<file path="src/hdl/swk_pkg.sv">
package swk_pkg;

    localparam int VelW    = 16;
    localparam int CfgW    = 16;
    localparam int IdxW    = 3;
    localparam int WheelW  = 3;
    localparam int ZW      = 26;
    localparam int CordW   = 45;
    localparam int Steps   = 21;

    localparam logic [IdxW-1:0] REG_FRONT   = 3'd0;
    localparam logic [IdxW-1:0] REG_MIDDLE  = 3'd1;
    localparam logic [IdxW-1:0] REG_REAR    = 3'd2;
    localparam logic [IdxW-1:0] REG_TRACK   = 3'd3;
    localparam logic [IdxW-1:0] REG_TIMEOUT = 3'd4;

    localparam logic KIND_CMD  = 1'b0;
    localparam logic KIND_TICK = 1'b1;

    localparam logic [WheelW-1:0] LAST_WHEEL = 3'd5;

    localparam logic signed [ZW-1:0] Q20_PI      = 26'sd3294199;
    localparam logic signed [ZW-1:0] Q20_HALF_PI = 26'sd1647099;
    localparam logic signed [17:0]   ANGLE_MIN   = -18'sd19303;
    localparam logic signed [17:0]   ANGLE_MAX   = 18'sd6434;

    // body velocity reference handed to the back end
    typedef struct packed {
        logic signed [VelW-1:0] vx;
        logic signed [VelW-1:0] vy;
        logic signed [VelW-1:0] wz;
    } job_t;

    // wheel geometry registers
    typedef struct packed {
        logic [CfgW-1:0] front;
        logic [CfgW-1:0] middle;
        logic [CfgW-1:0] rear;
        logic [CfgW-1:0] track;
    } geom_t;

    // arctangent table, q20 radians
    function automatic logic [19:0] atan_entry(input logic [4:0] i);
        logic [19:0] v;
        case (i)
            5'd0:  v = 20'd823550;
            5'd1:  v = 20'd486170;
            5'd2:  v = 20'd256879;
            5'd3:  v = 20'd130396;
            5'd4:  v = 20'd65451;
            5'd5:  v = 20'd32757;
            5'd6:  v = 20'd16383;
            5'd7:  v = 20'd8192;
            5'd8:  v = 20'd4096;
            5'd9:  v = 20'd2048;
            5'd10: v = 20'd1024;
            5'd11: v = 20'd512;
            5'd12: v = 20'd256;
            5'd13: v = 20'd128;
            5'd14: v = 20'd64;
            5'd15: v = 20'd32;
            5'd16: v = 20'd16;
            5'd17: v = 20'd8;
            5'd18: v = 20'd4;
            5'd19: v = 20'd2;
            5'd20: v = 20'd1;
            default: v = 20'd0;
        endcase
        return v;
    endfunction

endpackage

</file>
<file path="src/hdl/swk_queue.sv">
module swk_queue import swk_pkg::*; (
    input  logic aclk,
    input  logic aresetn,
    input  logic push,
    input  job_t push_job,
    output logic full,
    input  logic pop,
    output logic empty,
    output job_t pop_job
);

    job_t       mem_reg [2];
    logic       wr_reg, rd_reg;
    logic [1:0] cnt_reg;

    assign full    = cnt_reg == 2'd2;
    assign empty   = cnt_reg == 2'd0;
    assign pop_job = mem_reg[rd_reg];

    // two-entry job queue
    always_ff @(posedge aclk) begin
        if (!aresetn) begin
            wr_reg  <= 1'b0;
            rd_reg  <= 1'b0;
            cnt_reg <= 2'd0;
        end else begin
            if (push && !full) begin
                wr_reg <= !wr_reg;
            end
            if (pop && !empty) begin
                rd_reg <= !rd_reg;
            end
            cnt_reg <= cnt_reg + 2'(push && !full) - 2'(pop && !empty);
        end
    end

    always_ff @(posedge aclk) begin
        if (push && !full) begin
            mem_reg[wr_reg] <= push_job;
        end
    end

endmodule

</file>
<file path="config.mk">
export PLATFORM = sky130hd
export DESIGN_NAME = swk_queue
export DESIGN_NICKNAME = d
export VERILOG_FILES = /design/src/hdl/swk_pkg.sv /design/src/hdl/swk_queue.sv
export SDC_FILE = /design/constraint.sdc
export NUM_CORES = 1
export LEC_CHECK = 0
export BUFFER_PORTS_ARGS = -buffer_cell sky130_fd_sc_hd__buf_2
export CAP_MARGIN = 20
export CELL_PAD_IN_SITES_DETAIL_PLACEMENT = 0
export CELL_PAD_IN_SITES_GLOBAL_PLACEMENT = 1
export CORE_UTILIZATION = 30
export CTS_BUF_LIST = sky130_fd_sc_hd__clkbuf_16
export DETAILED_ROUTE_END_ITERATION = 8
export PLACE_DENSITY_LB_ADDON = 0.1
export SKIP_LAST_GASP = 1
export SYNTH_ARGS = -nofsm -noshare
export SYNTH_HDL_FRONTEND = slang
export SYNTH_SLANG_ARGS = --single-unit
</file>
<file path="constraint.sdc">
create_clock -name aclk -period 3.4 [get_ports aclk]
set_input_delay 0 -clock aclk [delete_from_list [all_inputs] [get_ports aclk]]
set_output_delay 0 -clock aclk [all_outputs]
set_load 0.01 [all_outputs]
</file>
**Yosys cells after proc, flatten, opt, wreduce, memory -nomap -nowiden**

Memories as Yosys holds them, arrays and structs flattened. A register that Yosys moved wholly into a read port is not among the register bits.
Cells that the tools add are included.

- Memories kept: 1
- Logic and storage cells: 18
- Memory bits (writable): 96
- Register bits after elaboration: 4

Memory list:

| name | words | width | read ports | clocked after Yosys merged registers in | wr ports | RTL line | text |
|---|---|---|---|---|---|---|---|
| mem_reg | 2 | 48 | 1 | 1 | 1 | swk_queue.sv:12 | `job_t mem_reg [2];` |

- Reduce and logical (&&, ||, !) cells: 7
- Mux-type cells: 4
- Add/subtract/negate cells: 2
- Eq/ne operators: 1

Operators by type and width:

| operator | count |
|---|---|
| $logic_not A1 Y1 | 4 |
| $mux W1 | 4 |
| $add A2 B1 Y2 | 1 |
| $eq A2 B2 Y1 const B | 1 |
| $logic_and A1 B1 Y1 | 2 |
| $logic_not A2 Y1 | 1 |
| $sub A2 B1 Y2 | 1 |

**Logic depth before layout (Yosys ltp)**

- Depth after elaboration: 5
- Gate-level depth with buffers: 8
- Gate-level depth less buffers: 8

**Worst setup path before layout**

Ideal clock, no wire load.

- Path type: flip-flop to flip-flop
- Start: register cnt_reg[0]
- End: memory mem_reg[0][0] in the netlist's numbering, enable pin
- Clock period less this slack: 3058 ps
- Data required time: 2946 ps
- Buffers on the path: 0
- Stages on the path, launching flop included: 4
- Slack: 342 ps
- Arrival time: 2605 ps
- Library setup time: 454 ps
- Path through: dfxtp_1 -> nand2b_1 -> nand2_1 -> nor2_1

- Word-level cells in the longest chain between the ends: 5

Ends and longest elaborated chain:

| what | RTL line | text |
|---|---|---|
| from (decl) | swk_queue.sv:14 | `logic [1:0] cnt_reg;` |
| from (signal assigned) | swk_queue.sv:33 | `cnt_reg <= cnt_reg + 2'(push && !full) - 2'(pop && !empty);` |
| $eq A2 B2 Y1 | swk_queue.sv:16 | `assign full = cnt_reg == 2'd2;` |
| $logic_not A1 Y1 | swk_queue.sv:38 | `if (push && !full) begin` |
| $logic_and A1 B1 Y1 | swk_queue.sv:38 |  |
| $mux W1 | swk_queue.sv:38 |  |
| $mux W1 (not written as such) | swk_queue.sv:39 | `mem_reg[wr_reg] <= push_job;` |
| to (decl) | swk_queue.sv:12 |  |

No other way between the ends.

**Final worst setup path**

- Start: register cnt_reg[0]
- End: memory mem_reg[0][32] in the netlist's numbering, enable pin

The elaborated chain is that of the path after synthesis.

==> results.md <==
- Clock root buffer: clkbuf_16
- Unique masters post-synth: 18
- Synthesized-area fraction occupied by adder cells: 0.6627%
- Seq pwr share: 46.2%
- Worst Path Required: 3.43 ns
- Synth Register Bits: 101
- Chip height: 114.2 um
- Buffers plus inverters on the worst setup path: 1
- Slew HR: 58.20%
- Core area: 12,160 um2
- Total grt overflow: 0
- Final Instance Area: 5248 um2
- Antenna-violating nets left: 0
- Critical path peak fanout: 31
- Mux cell area share after synthesis: 16.57%
- Yosys top cell area share: 76.34%
- First-iteration detailed-routing DRC count: 72
- Pint: 2.611 mW
- Mean post-synth cell area: 21.46 um2
- Synth warnings: 0
- Final Util: 43.15%
- Worst-Skew Late Latency: 0.33 ns
- Pwr per Cell Area: 683.3 nW/um2
- DP Wirelength: 4386 um
- Hold Worst Slack: 0.06970 ns
- Dominant cells by area after synthesis: edfxtp_1 (76%), mux2_2 (8.3%), mux2_4 (8.0%), dfxtp_1 (2.7%), buf_6 (0.89%)
- Final cycle utilization of the critical path: 53.76%
- Hold Vio Cnt, Final: 0
- Final Critical Period: 1.828 ns
- Clock sink total: 101
- Pin count of the biggest net entering global routing: 32
- CTS tree: built
- Nets: 391
- First-pass GRT wire length: 10,670 um
- Worst vdd ir: 319.3 uV
- Crit start category: flip-flop
- Xor-xnor portion of the synthesized cell area: 0.4639%
- Largest family of logic cells by synthesized area: multiplexers
- Clock skew: 0.004975 ns
- DP Cell Count: 445
- Initial Util: 31.05%
- All-Layer GR Usage: 11.30%
- Placer's final routability congestion estimate: 0.6877
- Die X-Extent: 114.2 um
- Tightest Hold Check Type: in2reg
- Synthesized Nets: 230
- Delay-heaviest family, CP: simple AND/OR/NAND/NOR gates
- Port Buffers: 101
- Gate power share: 29.5%
- Initial antenna violation count: 0
- Clk pwr share: 24.3%
- DRT Pass-1 Iters: 4
- Area growth syn-to-layout: 38.97%
- Die ar.: 13,040 um2
- Cells after Synth: 176
- Worst path slowest cell: nor2_4
- Row Count: 40
- Post-Syn Area: 3776 um2
- Unrepaired setup endpoints after global routing: false
- Routed WL: 7043 um
- CP endpoint kind: flip-flop
- Max reg flops: 96
- Ports: 102
- DRC: 0
- Area post-placement: 4508 um2
- Setup_tns: 0 ns
- Vias in the first global route: 2,141
- Vias per cell: 4.083
- CTS max path bufs: 2
- Switching part of the total: 27.19%
- Clock-pin transition on the worst setup and hold timing paths: 0.06 ns
- Worst Tran Pin Value: 0.6256 ns
- Critical path type: reg2reg
- Sw Pwr: 0.9747 mW
- Htree depth: 3
- Slew Viols, Final: 0
- Final setup fails: 0
- Cell taking the most area after synthesis: edfxtp_1
- Status: completed
- Leakage Power: 2.033 nW
- CP max stage delay: 0.52 ns
- ANT cells: 0
- Vias: 2,078
- Arrival @ worst endpoint: 1.86 ns
- Worst-path cell chain: nand2b_1 -> nand2_1 -> nor2_4 -> buf_12
- Sequential area share after synthesis: 78.99%
- DR WL/cell: 13.84 um
- Cts repair resizes: 0
- Setup ws final: 1.572 ns
- Tot Pwr: 3.586 mW
- Num CTS Buffers: 9
- Share of cells above drive strength 1: 48.97%
- # Max-Cap Violations: 0
- Achievable clock frequency: 547.1 MHz
- Place WS: 1.533 ns
- Post-synthesis compound-gate area fraction: 0.1988%
- Layout Cells excl Fill: 509
- Synth Area in Simple Gates: 1.657%
[synth_stat cells, drive strengths merged]
cell	n
mux2	48
nor3	1
xor2	1
edfxtp	96
mux2i	1
ha	2
inv	3
nand2b	2
dfxtp	5
buf	5
and3	1
and2	2
nor2	5
o21a	1
xnor2	1
nand2	2
[metal layers]
| layer | GRT usage, % | vias to the layer above | part of all wire, % |
|---|---|---|---|
| met5 | 0 | - | 0 |
| met4 | 4.848 | 0 | 1.6 |
| met3 | 4.553 | 9 | 6.2 |
| met2 | 19.60 | 73 | 50 |
| met1 | 12.18 | 1000 | 42 |
| li1 | - | 996 | - |
[cell usage in the layout, fill, tap and decap left out, types with 2 or more instances in the layout]
cell	n
clkbuf_16	9
clkinv_1	3
mux2_2	28
nand2_1	2
buf_4	4
mux2_4	20
dfxtp_1	4
nand2b_1	2
nor2_1	4
ha_1	2
buf_2	101
edfxtp_1	96
inv_1	5
dlygate4sd3_1	49
and2_1	2
[worst min-delay path: cells and delay by family]
kind / cells / cell delay (ns)
buffers and inverters: 1 / 0.10
muxes: 1 / 0.09
and+or+nand+nor: 1 / 0.16
[final cells by class]
cell class / instances / area [um2]
clock buffer: 9 / 225.2
clock inverter: 6 / 23.77
fill: 1126 / 6914
inverter: 3 / 11.26
multi-input combinational: 67 / 747.0
sequential: 101 / 2984
tap: 168 / 210.2
timing repair buffer: 155 / 1046
[path summary, 6_finish.rpt]
path | start | endpoint | slack, ns | depth (start not counted)
max | cnt_reg[0]$_SDFF_PN0_ | mem_reg[0][32]$_DFFE_PP_ | 1.57 | 4
min | push | wr_reg$_SDFFE_PN0P_ | 0.07 | 3
max reg2reg | cnt_reg[0]$_SDFF_PN0_ | mem_reg[0][32]$_DFFE_PP_ | 1.57 | 4
min reg2reg | rd_reg$_SDFFE_PN0P_ | rd_reg$_SDFFE_PN0P_ | 0.52 | 2
[power by group through the flow]
stage,Combinational (mW),Sequential (mW),Clock [mW]
2_1_floorplan,0.675,1.68,0
3_3_place_gp,1.05,1.68,0
3_5_place_dp,1.05,1.68,0
4_1_cts,1.09,1.66,0.909
5_1_grt,1.16,1.68,0.954
6_report,1.06,1.66,0.873
[cell families after synthesis]
group | after synthesis
muxes | 49
adders and majority gates | 2
xor gates and xnor gates | 2
AOI/OAI and AO/OA | 1
and+or+nand+nor | 13
buffers and inverters | 8
DFF | 101
[timing repair]
action / 4_1_cts / 5_1_grt
endpoints found under the setup margin: 0 / 0
setup buffers: 0 / 0
hold buffers: 49 / 0
endpoints found under the hold margin: 101 / 0
(Power assumes the default switching activity.)
