## config.mk

```make
export PLATFORM = sky130hd
export DESIGN_NAME = swk_front
export DESIGN_NICKNAME = d
export VERILOG_FILES = /design/src/hdl/swk_pkg.sv /design/src/hdl/swk_front.sv
export SDC_FILE = /design/constraint.sdc
export NUM_CORES = 1
export LEC_CHECK = 0
export BUFFER_PORTS_ARGS = -buffer_cell sky130_fd_sc_hd__buf_2
export CORE_UTILIZATION = 54
export DETAILED_ROUTE_END_ITERATION = 7
export GPL_ROUTABILITY_DRIVEN = 1
export PLACE_DENSITY = 0.84
export SYNTH_ARGS = -nofsm -noshare
export SYNTH_HDL_FRONTEND = slang
export SYNTH_SLANG_ARGS = --single-unit
```

## constraint.sdc

```tcl
create_clock -name aclk -period 2.8 [get_ports aclk]
set_input_delay 0.42 -clock aclk [delete_from_list [all_inputs] [get_ports aclk]]
set_output_delay 0.42 -clock aclk [all_outputs]
set_load 0.05 [all_outputs]
```

## src/hdl/swk_pkg.sv

```systemverilog
package swk_pkg;

    localparam int VelW    = 16;
    localparam int CfgW    = 16;
    localparam int IdxW    = 3;
    localparam int WheelW  = 3;
    localparam int ZW      = 26;
    localparam int CordW   = 45;
    localparam int Steps   = 21;

    localparam logic [IdxW-1:0] REG_FRONT   = 3'd0;
    localparam logic [IdxW-1:0] REG_MIDDLE  = 3'd1;
    localparam logic [IdxW-1:0] REG_REAR    = 3'd2;
    localparam logic [IdxW-1:0] REG_TRACK   = 3'd3;
    localparam logic [IdxW-1:0] REG_TIMEOUT = 3'd4;

    localparam logic KIND_CMD  = 1'b0;
    localparam logic KIND_TICK = 1'b1;

    localparam logic [WheelW-1:0] LAST_WHEEL = 3'd5;

    localparam logic signed [ZW-1:0] Q20_PI      = 26'sd3294199;
    localparam logic signed [ZW-1:0] Q20_HALF_PI = 26'sd1647099;
    localparam logic signed [17:0]   ANGLE_MIN   = -18'sd19303;
    localparam logic signed [17:0]   ANGLE_MAX   = 18'sd6434;

    // body velocity reference handed to the back end
    typedef struct packed {
        logic signed [VelW-1:0] vx;
        logic signed [VelW-1:0] vy;
        logic signed [VelW-1:0] wz;
    } job_t;

    // wheel geometry registers
    typedef struct packed {
        logic [CfgW-1:0] front;
        logic [CfgW-1:0] middle;
        logic [CfgW-1:0] rear;
        logic [CfgW-1:0] track;
    } geom_t;

    // arctangent table, q20 radians
    function automatic logic [19:0] atan_entry(input logic [4:0] i);
        logic [19:0] v;
        case (i)
            5'd0:  v = 20'd823550;
            5'd1:  v = 20'd486170;
            5'd2:  v = 20'd256879;
            5'd3:  v = 20'd130396;
            5'd4:  v = 20'd65451;
            5'd5:  v = 20'd32757;
            5'd6:  v = 20'd16383;
            5'd7:  v = 20'd8192;
            5'd8:  v = 20'd4096;
            5'd9:  v = 20'd2048;
            5'd10: v = 20'd1024;
            5'd11: v = 20'd512;
            5'd12: v = 20'd256;
            5'd13: v = 20'd128;
            5'd14: v = 20'd64;
            5'd15: v = 20'd32;
            5'd16: v = 20'd16;
            5'd17: v = 20'd8;
            5'd18: v = 20'd4;
            5'd19: v = 20'd2;
            5'd20: v = 20'd1;
            default: v = 20'd0;
        endcase
        return v;
    endfunction

endpackage

```

## src/hdl/swk_front.sv

```systemverilog
module swk_front import swk_pkg::*; (
    input  logic                  aclk,
    input  logic                  aresetn,
    input  logic                  s_tvalid,
    output logic                  s_tready,
    input  logic [47:0]           s_tdata,
    input  logic                  s_tuser,
    input  logic                  cfg_valid,
    output logic                  cfg_ready,
    input  logic [IdxW-1:0]       cfg_index,
    input  logic [CfgW-1:0]       cfg_data,
    input  logic                  q_full,
    output logic                  q_push,
    output job_t                  q_job,
    output geom_t                 geom
);

    logic [CfgW-1:0] front_reg, middle_reg, rear_reg, track_reg, timeout_reg;
    job_t            pend_reg, act_reg, act_next;
    logic            pvalid_reg, pvalid_next;
    logic [15:0]     age_reg;
    logic            acc;

    assign s_tready  = !q_full;
    assign cfg_ready = 1'b1;
    assign acc       = s_tvalid && s_tready;
    assign geom      = '{front: front_reg, middle: middle_reg, rear: rear_reg,
                         track: track_reg};

    // configuration registers
    always_ff @(posedge aclk) begin
        if (!aresetn) begin
            front_reg   <= 16'd512;
            middle_reg  <= 16'd0;
            rear_reg    <= 16'd512;
            track_reg   <= 16'd512;
            timeout_reg <= 16'd0;
        end else if (cfg_valid) begin
            case (cfg_index)
                REG_FRONT:   front_reg   <= cfg_data;
                REG_MIDDLE:  middle_reg  <= cfg_data;
                REG_REAR:    rear_reg    <= cfg_data;
                REG_TRACK:   track_reg   <= cfg_data;
                REG_TIMEOUT: timeout_reg <= cfg_data;
                default: ;
            endcase
        end
    end

    // refresh of the active reference on a tick
    always_comb begin
        act_next    = act_reg;
        pvalid_next = pvalid_reg;
        if (pvalid_reg) begin
            if (timeout_reg == 16'd0 || age_reg <= timeout_reg) begin
                act_next = pend_reg;
            end else begin
                act_next    = '0;
                pvalid_next = 1'b0;
            end
        end
    end

    assign q_push = acc && (s_tuser == KIND_TICK);
    assign q_job  = act_next;

    // reference state
    always_ff @(posedge aclk) begin
        if (!aresetn) begin
            pend_reg   <= '0;
            act_reg    <= '0;
            pvalid_reg <= 1'b0;
            age_reg    <= 16'd0;
        end else if (acc) begin
            if (s_tuser == KIND_CMD) begin
                pend_reg   <= '{vx: s_tdata[15:0], vy: s_tdata[31:16], wz: s_tdata[47:32]};
                pvalid_reg <= 1'b1;
                age_reg    <= 16'd0;
            end else begin
                act_reg    <= act_next;
                pvalid_reg <= pvalid_next;
                if (age_reg != 16'hFFFF) begin
                    age_reg <= age_reg + 16'd1;
                end
            end
        end
    end

endmodule

```

Word level (Yosys, flattened, before mapping). Cells that the tools add are included.

Output and inout bits: 115. Memory bits (writable): 0. Bits in registers: 193. ROM bits: 0. Memories: 0. Bits of input ports: 73. Bits in latches: 0. Word-level logic and storage cells: 43.

Multiply operators: 0. Reductions and logical operators: 14. Bitwise logic cells: 1. Divide/modulo/power cells: 0. Multiplexer cells: 7. Shift operators: 0. $lt $le $gt $ge: 1. $add $sub $neg: 1. Equality and inequality tests: 6.

Operator list (count): $mux W48 (2); $mux W16 (2); $add A16 B1 Y16 const B (1); $le A16 B16 Y1 (1); $logic_not A16 Y1 (1); $ne A16 B16 Y1 const B (1); $reduce_and A2 Y1 (8); $eq A3 B2 Y1 const B (2); $eq A3 B1 Y1 const B (1); $eq A3 B3 Y1 const B (1); $logic_not A3 Y1 (1); $mux W1 (3); $logic_and A1 B1 Y1 (2); $ne A2 B1 Y1 const B (1); $logic_not A1 Y1 (1); $logic_or A1 B1 Y1 (1); $not A1 Y1 (1).

Longest topological paths before layout. Gate-level depths: netlist of the first run.

Word-level depth: 5. Mapped depth: 9. Depth with buffers taken out: 7.

Worst setup path after synthesis of the first run. Ideal clock, no wire load.

Kind: reg2out. From: register timeout_reg[14]. To: output port q_job[0] (netlist bit). Data required time: 2.380 ns. Slack: -0.131 ns. Cell stages (with the launch flop): 10. Path buffers: 2. Arrival: 2.511 ns. Cell sequence: dfxtp_1 > inv_1 > ha_1 > nand4_1 > or4_1 > nand2_1 > a311oi_2 > buf_2 > buf_4 > nor2_1.

RTL lines: start, declared (RTL line swk_front.sv:18) `logic [CfgW-1:0] front_reg, middle_reg, rear_reg, track_reg, timeout_reg;`; start signal, assigned (RTL line swk_front.sv:44) `REG_TIMEOUT: timeout_reg <= cfg_data;`; end, declared (RTL line swk_front.sv:14) `output job_t q_job,`.

==> reports/qor.txt, run 1 <==
status - finished with violations
failing checks - negative setup slack
Power Dens Cells - 542 nW/um2
CTS tree - done
clock root buffer - clkbuf_16
area delta synth->final - 34.0%
dpl cells - 1276
ratio of cells with drive above 1 in the final layout - 29.7%
htree depth - 4
Final Cycle Share - 115%
number of synthesized flops with an enable pin - 0
Starting Density - 56.0%
Critical Path RT - 2.38 ns
Data arrival, critical path - 2.81 ns
Least-Margin Pin Slew - 1.10 ns
I/O Buffers - 186
# rows - 44
final hold vios - 0
Yosys cell types - 43
# clock sinks - 193
via count - 7819
Avg Cell Area, Syn - 8.65 um2
total power - 6.00 mW
worst skew pair latency - 0.44 ns
core area - 14800 um2
FF+latch count, synth - 193
final std cells w/o fill - 1326
grt total ovfl - 0
Post-DP HPWL - 13.6 mm
GPL Wtd Cong - 0.856
Clock Tree Buf Depth - 2
Die Width - 126 um
setup TNS - -19.87 ns
Die ar. - 15800 um2
Hold Path Depth - 3
Die Y - 126 um
number of DRC markers in iteration 0 - 656
FF+latch area - 3880 um2
post-route ant nets - 0
number of global-route vias before repair - 7461
WS Path Type - flip-flop to primary output
n_diodes - 0
unrepaired setup endpoints after global routing - true
Max IR drop VDD - 0.565 mV
minimum hold slack - 0.214 ns
crit path launch type - flip-flop
GRT Util Overall - 30.0%
Vias/cell - 5.90
static leakage - 4.26 nW
Worst slew margin - 26.5%
skew final - 0.0110 ns
max_cap viols - 0
fin nets - 1220
io pins - 188
critical path capture point type - primary output
first-pass detailed-route iteration total - 7
drt drc - 0
TritonCTS buffer count - 17
Main synth FF type - dfxtp_1
setup ws final - -0.431 ns
CP max FO - 6
Final Max Slew Viols - 0
endpoints failing setup - 72
antenna violations before repair - 0
number of warnings issued by yosys - 0
worst hold path class - input port to flip-flop
Tmin final - 3.23 ns
post-synthesis sequential area ratio - 46.8%
Worst R2R Path Depth - 7
cell area after synthesis - 8260 um2
multi-input combinational cell area - 4470 um2
Post-synth ARST share - 0%
WL final - 25.1 mm
DR WL/cell - 18.9 um
Mapped Nets - 1045
largest net degree at the start of global routing - 63
synthesized instance count - 955
CTS clk-pin slew, worst paths - 0.07 ns
first-pass GRT wire length - 37.4 mm
fmax - 310 MHz
fillcell total - 931
timing repair:
action                     4_1_cts  5_1_grt
buffers inserted                 9        3
pin swaps                       15       28
setup endpoints to repair       96       96
hold buffers                     0        0
gates cloned                     5        2
resized for setup              175       61
cells in the final DEF (no fill, tap or decap), drive strengths merged, types with 9 or more instances in the layout:
master / synthesis / final
mux2i: 49 / 49
clkbuf: 49 / 21
a32o: 48 / 48
ha: 17 / 17
inv: 20 / 24
nand3: 12 / 12
nand4: 9 / 9
dfxtp: 193 / 193
buf: 22 / 225
nor2: 69 / 69
xnor2: 10 / 10
nand2: 272 / 272
a21oi: 11 / 11
a21boi: 126 / 126
cell usage after synthesis, types with 3 or more instances:
cell type / n / share of area, %
ha_1: 17 / 2.6
xnor2_1: 10 / 1.1
nand2_1: 272 / 12
nor4_1: 6 / 0.45
a32o_1: 48 / 5.8
mux2i_1: 49 / 5.9
xor2_1: 3 / 0.32
buf_4: 3 / 0.27
dfxtp_1: 193 / 47
a21boi_0: 111 / 10
a21boi_1: 15 / 1.4
buf_1: 5 / 0.23
o21ai_0: 5 / 0.30
inv_1: 20 / 0.91
and4_1: 3 / 0.32
a21oi_1: 11 / 0.67
buf_2: 11 / 0.67
buf_6: 3 / 0.41
nor2_1: 68 / 3.1
nand4_1: 9 / 0.68
clkbuf_1: 49 / 2.2
and3_1: 6 / 0.45
nor3_1: 3 / 0.18
nand3_1: 12 / 0.73
routing by layer:
metal | vias up | GRT usage (%) | part of all wire [%]
met1 | 3714 | 37.2 | 40
met3 | 106 | 6.46 | 7.8
met5 | - | 0 | 0
met4 | 0 | 15.1 | 4.6
met2 | 393 | 49.2 | 47
li1 | 3606 | - | -
power by group:
group | internal [mW] | total [mW] | switching, mW | leakage, nW
registers | 2.79 | 2.84 | 0.0426 | 1.57
clock network | 1.45 | 2.56 | 1.11 | 0.301
logic | 0.207 | 0.602 | 0.395 | 2.39
total | 4.45 | 6.00 | 1.55 | 4.26
worst paths after layout:
kind                   start             to  slack (ns)
max          timeout_reg[12]      q_job[32]       -0.43
min              s_tdata[11]   pend_reg[43]        0.21
max reg2reg  timeout_reg[12]    act_reg[18]       -0.04
min reg2reg    track_reg[13]  track_reg[13]        0.45
cell type report:
cell class                 instances  share of cell area [%]
clock inverter                    12                    1.59
sequential                       193                    35.1
timing repair buffer             227                    16.2
tap                              184                    2.08
clock buffer                      19                    4.00
multi-input combinational        671                    40.4
inverter                          20                   0.678
worst max-delay path, cell delays in order, from the launching register on:
cell and delay, ns:
dfxtp_2 0.35, inv_1 0.05, ha_1 0.28, nand4_1 0.19, buf_4 0.22, a2111o_1 0.35, a311oi_4 0.31, buf_6 0.23
clkbuf_16 0.19, nor2_2 0.05, buf_6 0.15
logic make-up (layout without fill, tap and decap cells):
logic type,after synthesis,in the layout,synth area share [%]
and+or+nand+nor,393,393,19.5
AOI/OAI and AO/OA,198,198,19.1
DFF,193,193,46.8
buffers and inverters,91,278,4.71
muxes,49,49,5.94
adders and majority gates,17,17,2.57
xor gates and xnor gates,13,13,1.38
other,1,1,0.0454
per-stage QoR:
step                area, um2  util (%)  worst slack [ns]
floorplan                8260         -            -0.131
global placement         9360      63.4            0.0719
detailed placement       9360      63.4          -0.00517
CTS                     10800      72.9            -0.296
global route            11100      75.0            -0.486
finish                  11100      75.0            -0.431
Note: power is estimated with default switching activity, not from simulation.
==> inputs of run 2 (changes only) <==
--- a/config.mk
+++ b/config.mk
@@ -10,6 +10,7 @@
 export DETAILED_ROUTE_END_ITERATION = 7
 export GPL_ROUTABILITY_DRIVEN = 1
 export PLACE_DENSITY = 0.84
+export REMOVE_ABC_BUFFERS = 1
 export SYNTH_ARGS = -nofsm -noshare
 export SYNTH_HDL_FRONTEND = slang
 export SYNTH_SLANG_ARGS = --single-unit
==> run 2 against run 1 <==
The flow still finishes with violations (negative setup slack); clock power shrank 5%; non-clock buffer count shrank 13; worst setup slack gained 0.10 ns; die area is the same; cell area shrank 3.9%; total power shrank 3.1%; global-route usage shrank 0.64 points; sequential power is essentially flat; sequential cell count is the same; routed wire length shrank 7.5%; first-iteration DRC count shrank 3.0%; critical path type unchanged.
==> reports/qor.txt, run 2 (synthesis gave the netlist of run 1 again) <==
status - finished with violations
failing checks - negative setup slack
core area - 14800 um2 (unchanged)
delay-heaviest family, CP - compound AO/OA/AOI/OAI gates
CP max stage delay - 0.50 ns (+0.15 ns)
htree depth - 4 (unchanged)
Final Cycle Share - 112% (-3.6 points)
first-pass GRT wire length - 37.1 mm (-0.85%)
setup ws final - -0.331 ns (+0.0999 ns)
critical path capture point type - primary output
io pins - 188 (unchanged)
# rows - 44 (unchanged)
WS Path Type - flip-flop to primary output
Final Max Slew Viols - 0 (unchanged)
TritonCTS buffer count - 17 (unchanged)
endpoints failing setup - 48 (-33%)
fillcell total - 1061 (+14%)
dpl cells - 1266 (-0.78%)
hold wc startpoint - s_tdata[9]
drt drc - 0 (unchanged)
Die ar. - 15800 um2 (unchanged)
GPL Wtd Cong - 0.846 (-1.2%)
final std cells w/o fill - 1314 (-0.90%)
Critical path buffers and inverters - 4 (-1)
Die Y - 126 um (unchanged)
Util after Layout - 72.1% (-3.0 points)
Power Dens Cells - 547 nW/um2 (+0.85%)
static leakage - 4.17 nW (-2.0%)
r2r endpoint - act_reg[17]
fmax - 319 MHz (+3.2%)
CP endpoint - q_job[19]
worst path cell trace - inv_2 -> ha_4 -> nor2b_4 -> o211ai_1 -> a2111o_1 -> a311oi_4 -> buf_6 -> clkbuf_16 -> nor2_2 -> buf_6
Vias/cell - 5.74 (-2.6%)
area delta synth->final - 28.7%
final hold vios - 0 (unchanged)
clock root buffer - clkbuf_16
via count - 7545 (-3.5%)
Least-Margin Pin Slew - 1.11 ns (+0.00725 ns)
largest net degree at the start of global routing - 81 (+29%)
Critical Path RT - 2.38 ns (about the same)
post-route ant nets - 0 (unchanged)
worst r2r src - timeout_reg[9]
Hold Path Depth - 3 (unchanged)
CTS clk-pin slew, worst paths - 0.07 ns (about the same)
Worst R2R Path Depth - 7 (unchanged)
n_diodes - 0 (unchanged)
flop2flop setup slack - 0.05 ns (+0.09 ns)
# clock sinks - 193 (unchanged)
Starting Density - 56.0% (unchanged)
worst hold path class - input port to flip-flop
Clock Tree Buf Depth - 2 (unchanged)
Post-DP HPWL - 13.6 mm (+0.64%)
Most common cell on crit path - buf_6
commonest non-fill, non-tap cells in the layout - 271 x nand2_1, 180 x dfxtp_1, 138 x buf_2
first-pass detailed-route iteration total - 6 (-1)
Post-CTS Hold Fix Bufs - 0 (unchanged)
total power - 5.82 mW (-3.1%)
grt total ovfl - 0 (unchanged)
crit path max-delay cell type - a2111o_1
number of DRC markers in iteration 0 - 636 (-3.0%)
skew final - 0.00597 ns (-0.00504 ns)
crit path launch type - flip-flop
I/O Buffers - 186 (unchanged)
dpl ws - 0.00853 ns (+0.0137 ns)
DR WL/cell - 17.6 um (-6.7%)
Worst slew margin - 26.0% (-0.48 points)
Max IR drop VDD - 0.588 mV (+4.1%)
number of global-route vias before repair - 7425 (-0.48%)
CTS tree - done
fin nets - 1207 (-1.1%)
max_cap viols - 0 (unchanged)
WL final - 23.2 mm (-7.5%)
antenna violations before repair - 0 (unchanged)
ratio of cells with drive above 1 in the final layout - 27.0% (-2.7 points)
GRT Util Overall - 29.3% (-0.64 points)
CP max FO - 6 (unchanged)
most common cell after layout, fill and taps aside - nand2_1
Die Width - 126 um (unchanged)
Data arrival, critical path - 2.71 ns (-0.10 ns)
worst skew pair latency - 0.43 ns (about the same)
Worst Setup SP - timeout_reg[1]
Tmin final - 3.13 ns (-0.0999 ns)
CP Depth - 10 (unchanged)
unrepaired setup endpoints after global routing - true
-- run 2: metal layers --
metal | wire (um) | part of all wire [%] | up-vias | track usage (%)
met5 | 0 | 0 | - | 0
met4 | 510 | 2.2 | 0 | 9.11
met3 | 2120 | 9.1 | 61 | 8.71
met2 | 11300 | 49 | 336 | 50.1
met1 | 9270 | 40 | 3574 | 35.4
li1 | - | - | 3574 | -
-- run 2: metrics by stage --
step / area [um2] / hold slack [ns] / TNS (ns)
final: 10600 / 0.239 / -14.49
after global routing: 10600 / 0.239 / -17.58
after CTS: 10600 / 0.230 / -11.28
after detailed placement: 9250 / 0.446 / 0
after global placement: 9250 / 0.437 / 0
after floorplan: 7950 / 0.441 / -161.97
-- run 2: final cells by class --
cell class	count	area, um2	area share [%]
sequential	193	3880	36.5
clock inverter	9	105	0.988
multi-input combinational	671	4290	40.3
tap	184	230	2.16
timing repair buffer	214	1560	14.7
clock buffer	23	488	4.59
inverter	20	75.1	0.706
-- run 2: worst min path at each step --
stage	to
4_1_cts	pend_reg[43]
3_5_place_dp	track_reg[10]
2_1_floorplan	act_reg[0]
6_report	pend_reg[41]
5_1_grt	pend_reg[40]
3_3_place_gp	middle_reg[14]
-- run 2: power by group --
group	internal [mW]	switching, mW	total [mW]
sequential	2.80	0.0394	2.84
combinational	0.187	0.373	0.560
clock	1.41	1.01	2.42
-- run 2: worst min-delay path, stage by stage --
cell,delay [ns]
buf_2,0.10
nand2_1,0.04
a21boi_0,0.06
-- run 2: timing repair --
item / CTS / global route
cloned: 3 / 1
setup endpoints to repair: 61 / 96
pin swaps: 14 / 15
gates resized for setup: 163 / 18
hold endpoints to repair: 0 / 0
buffers inserted: 12 / 1
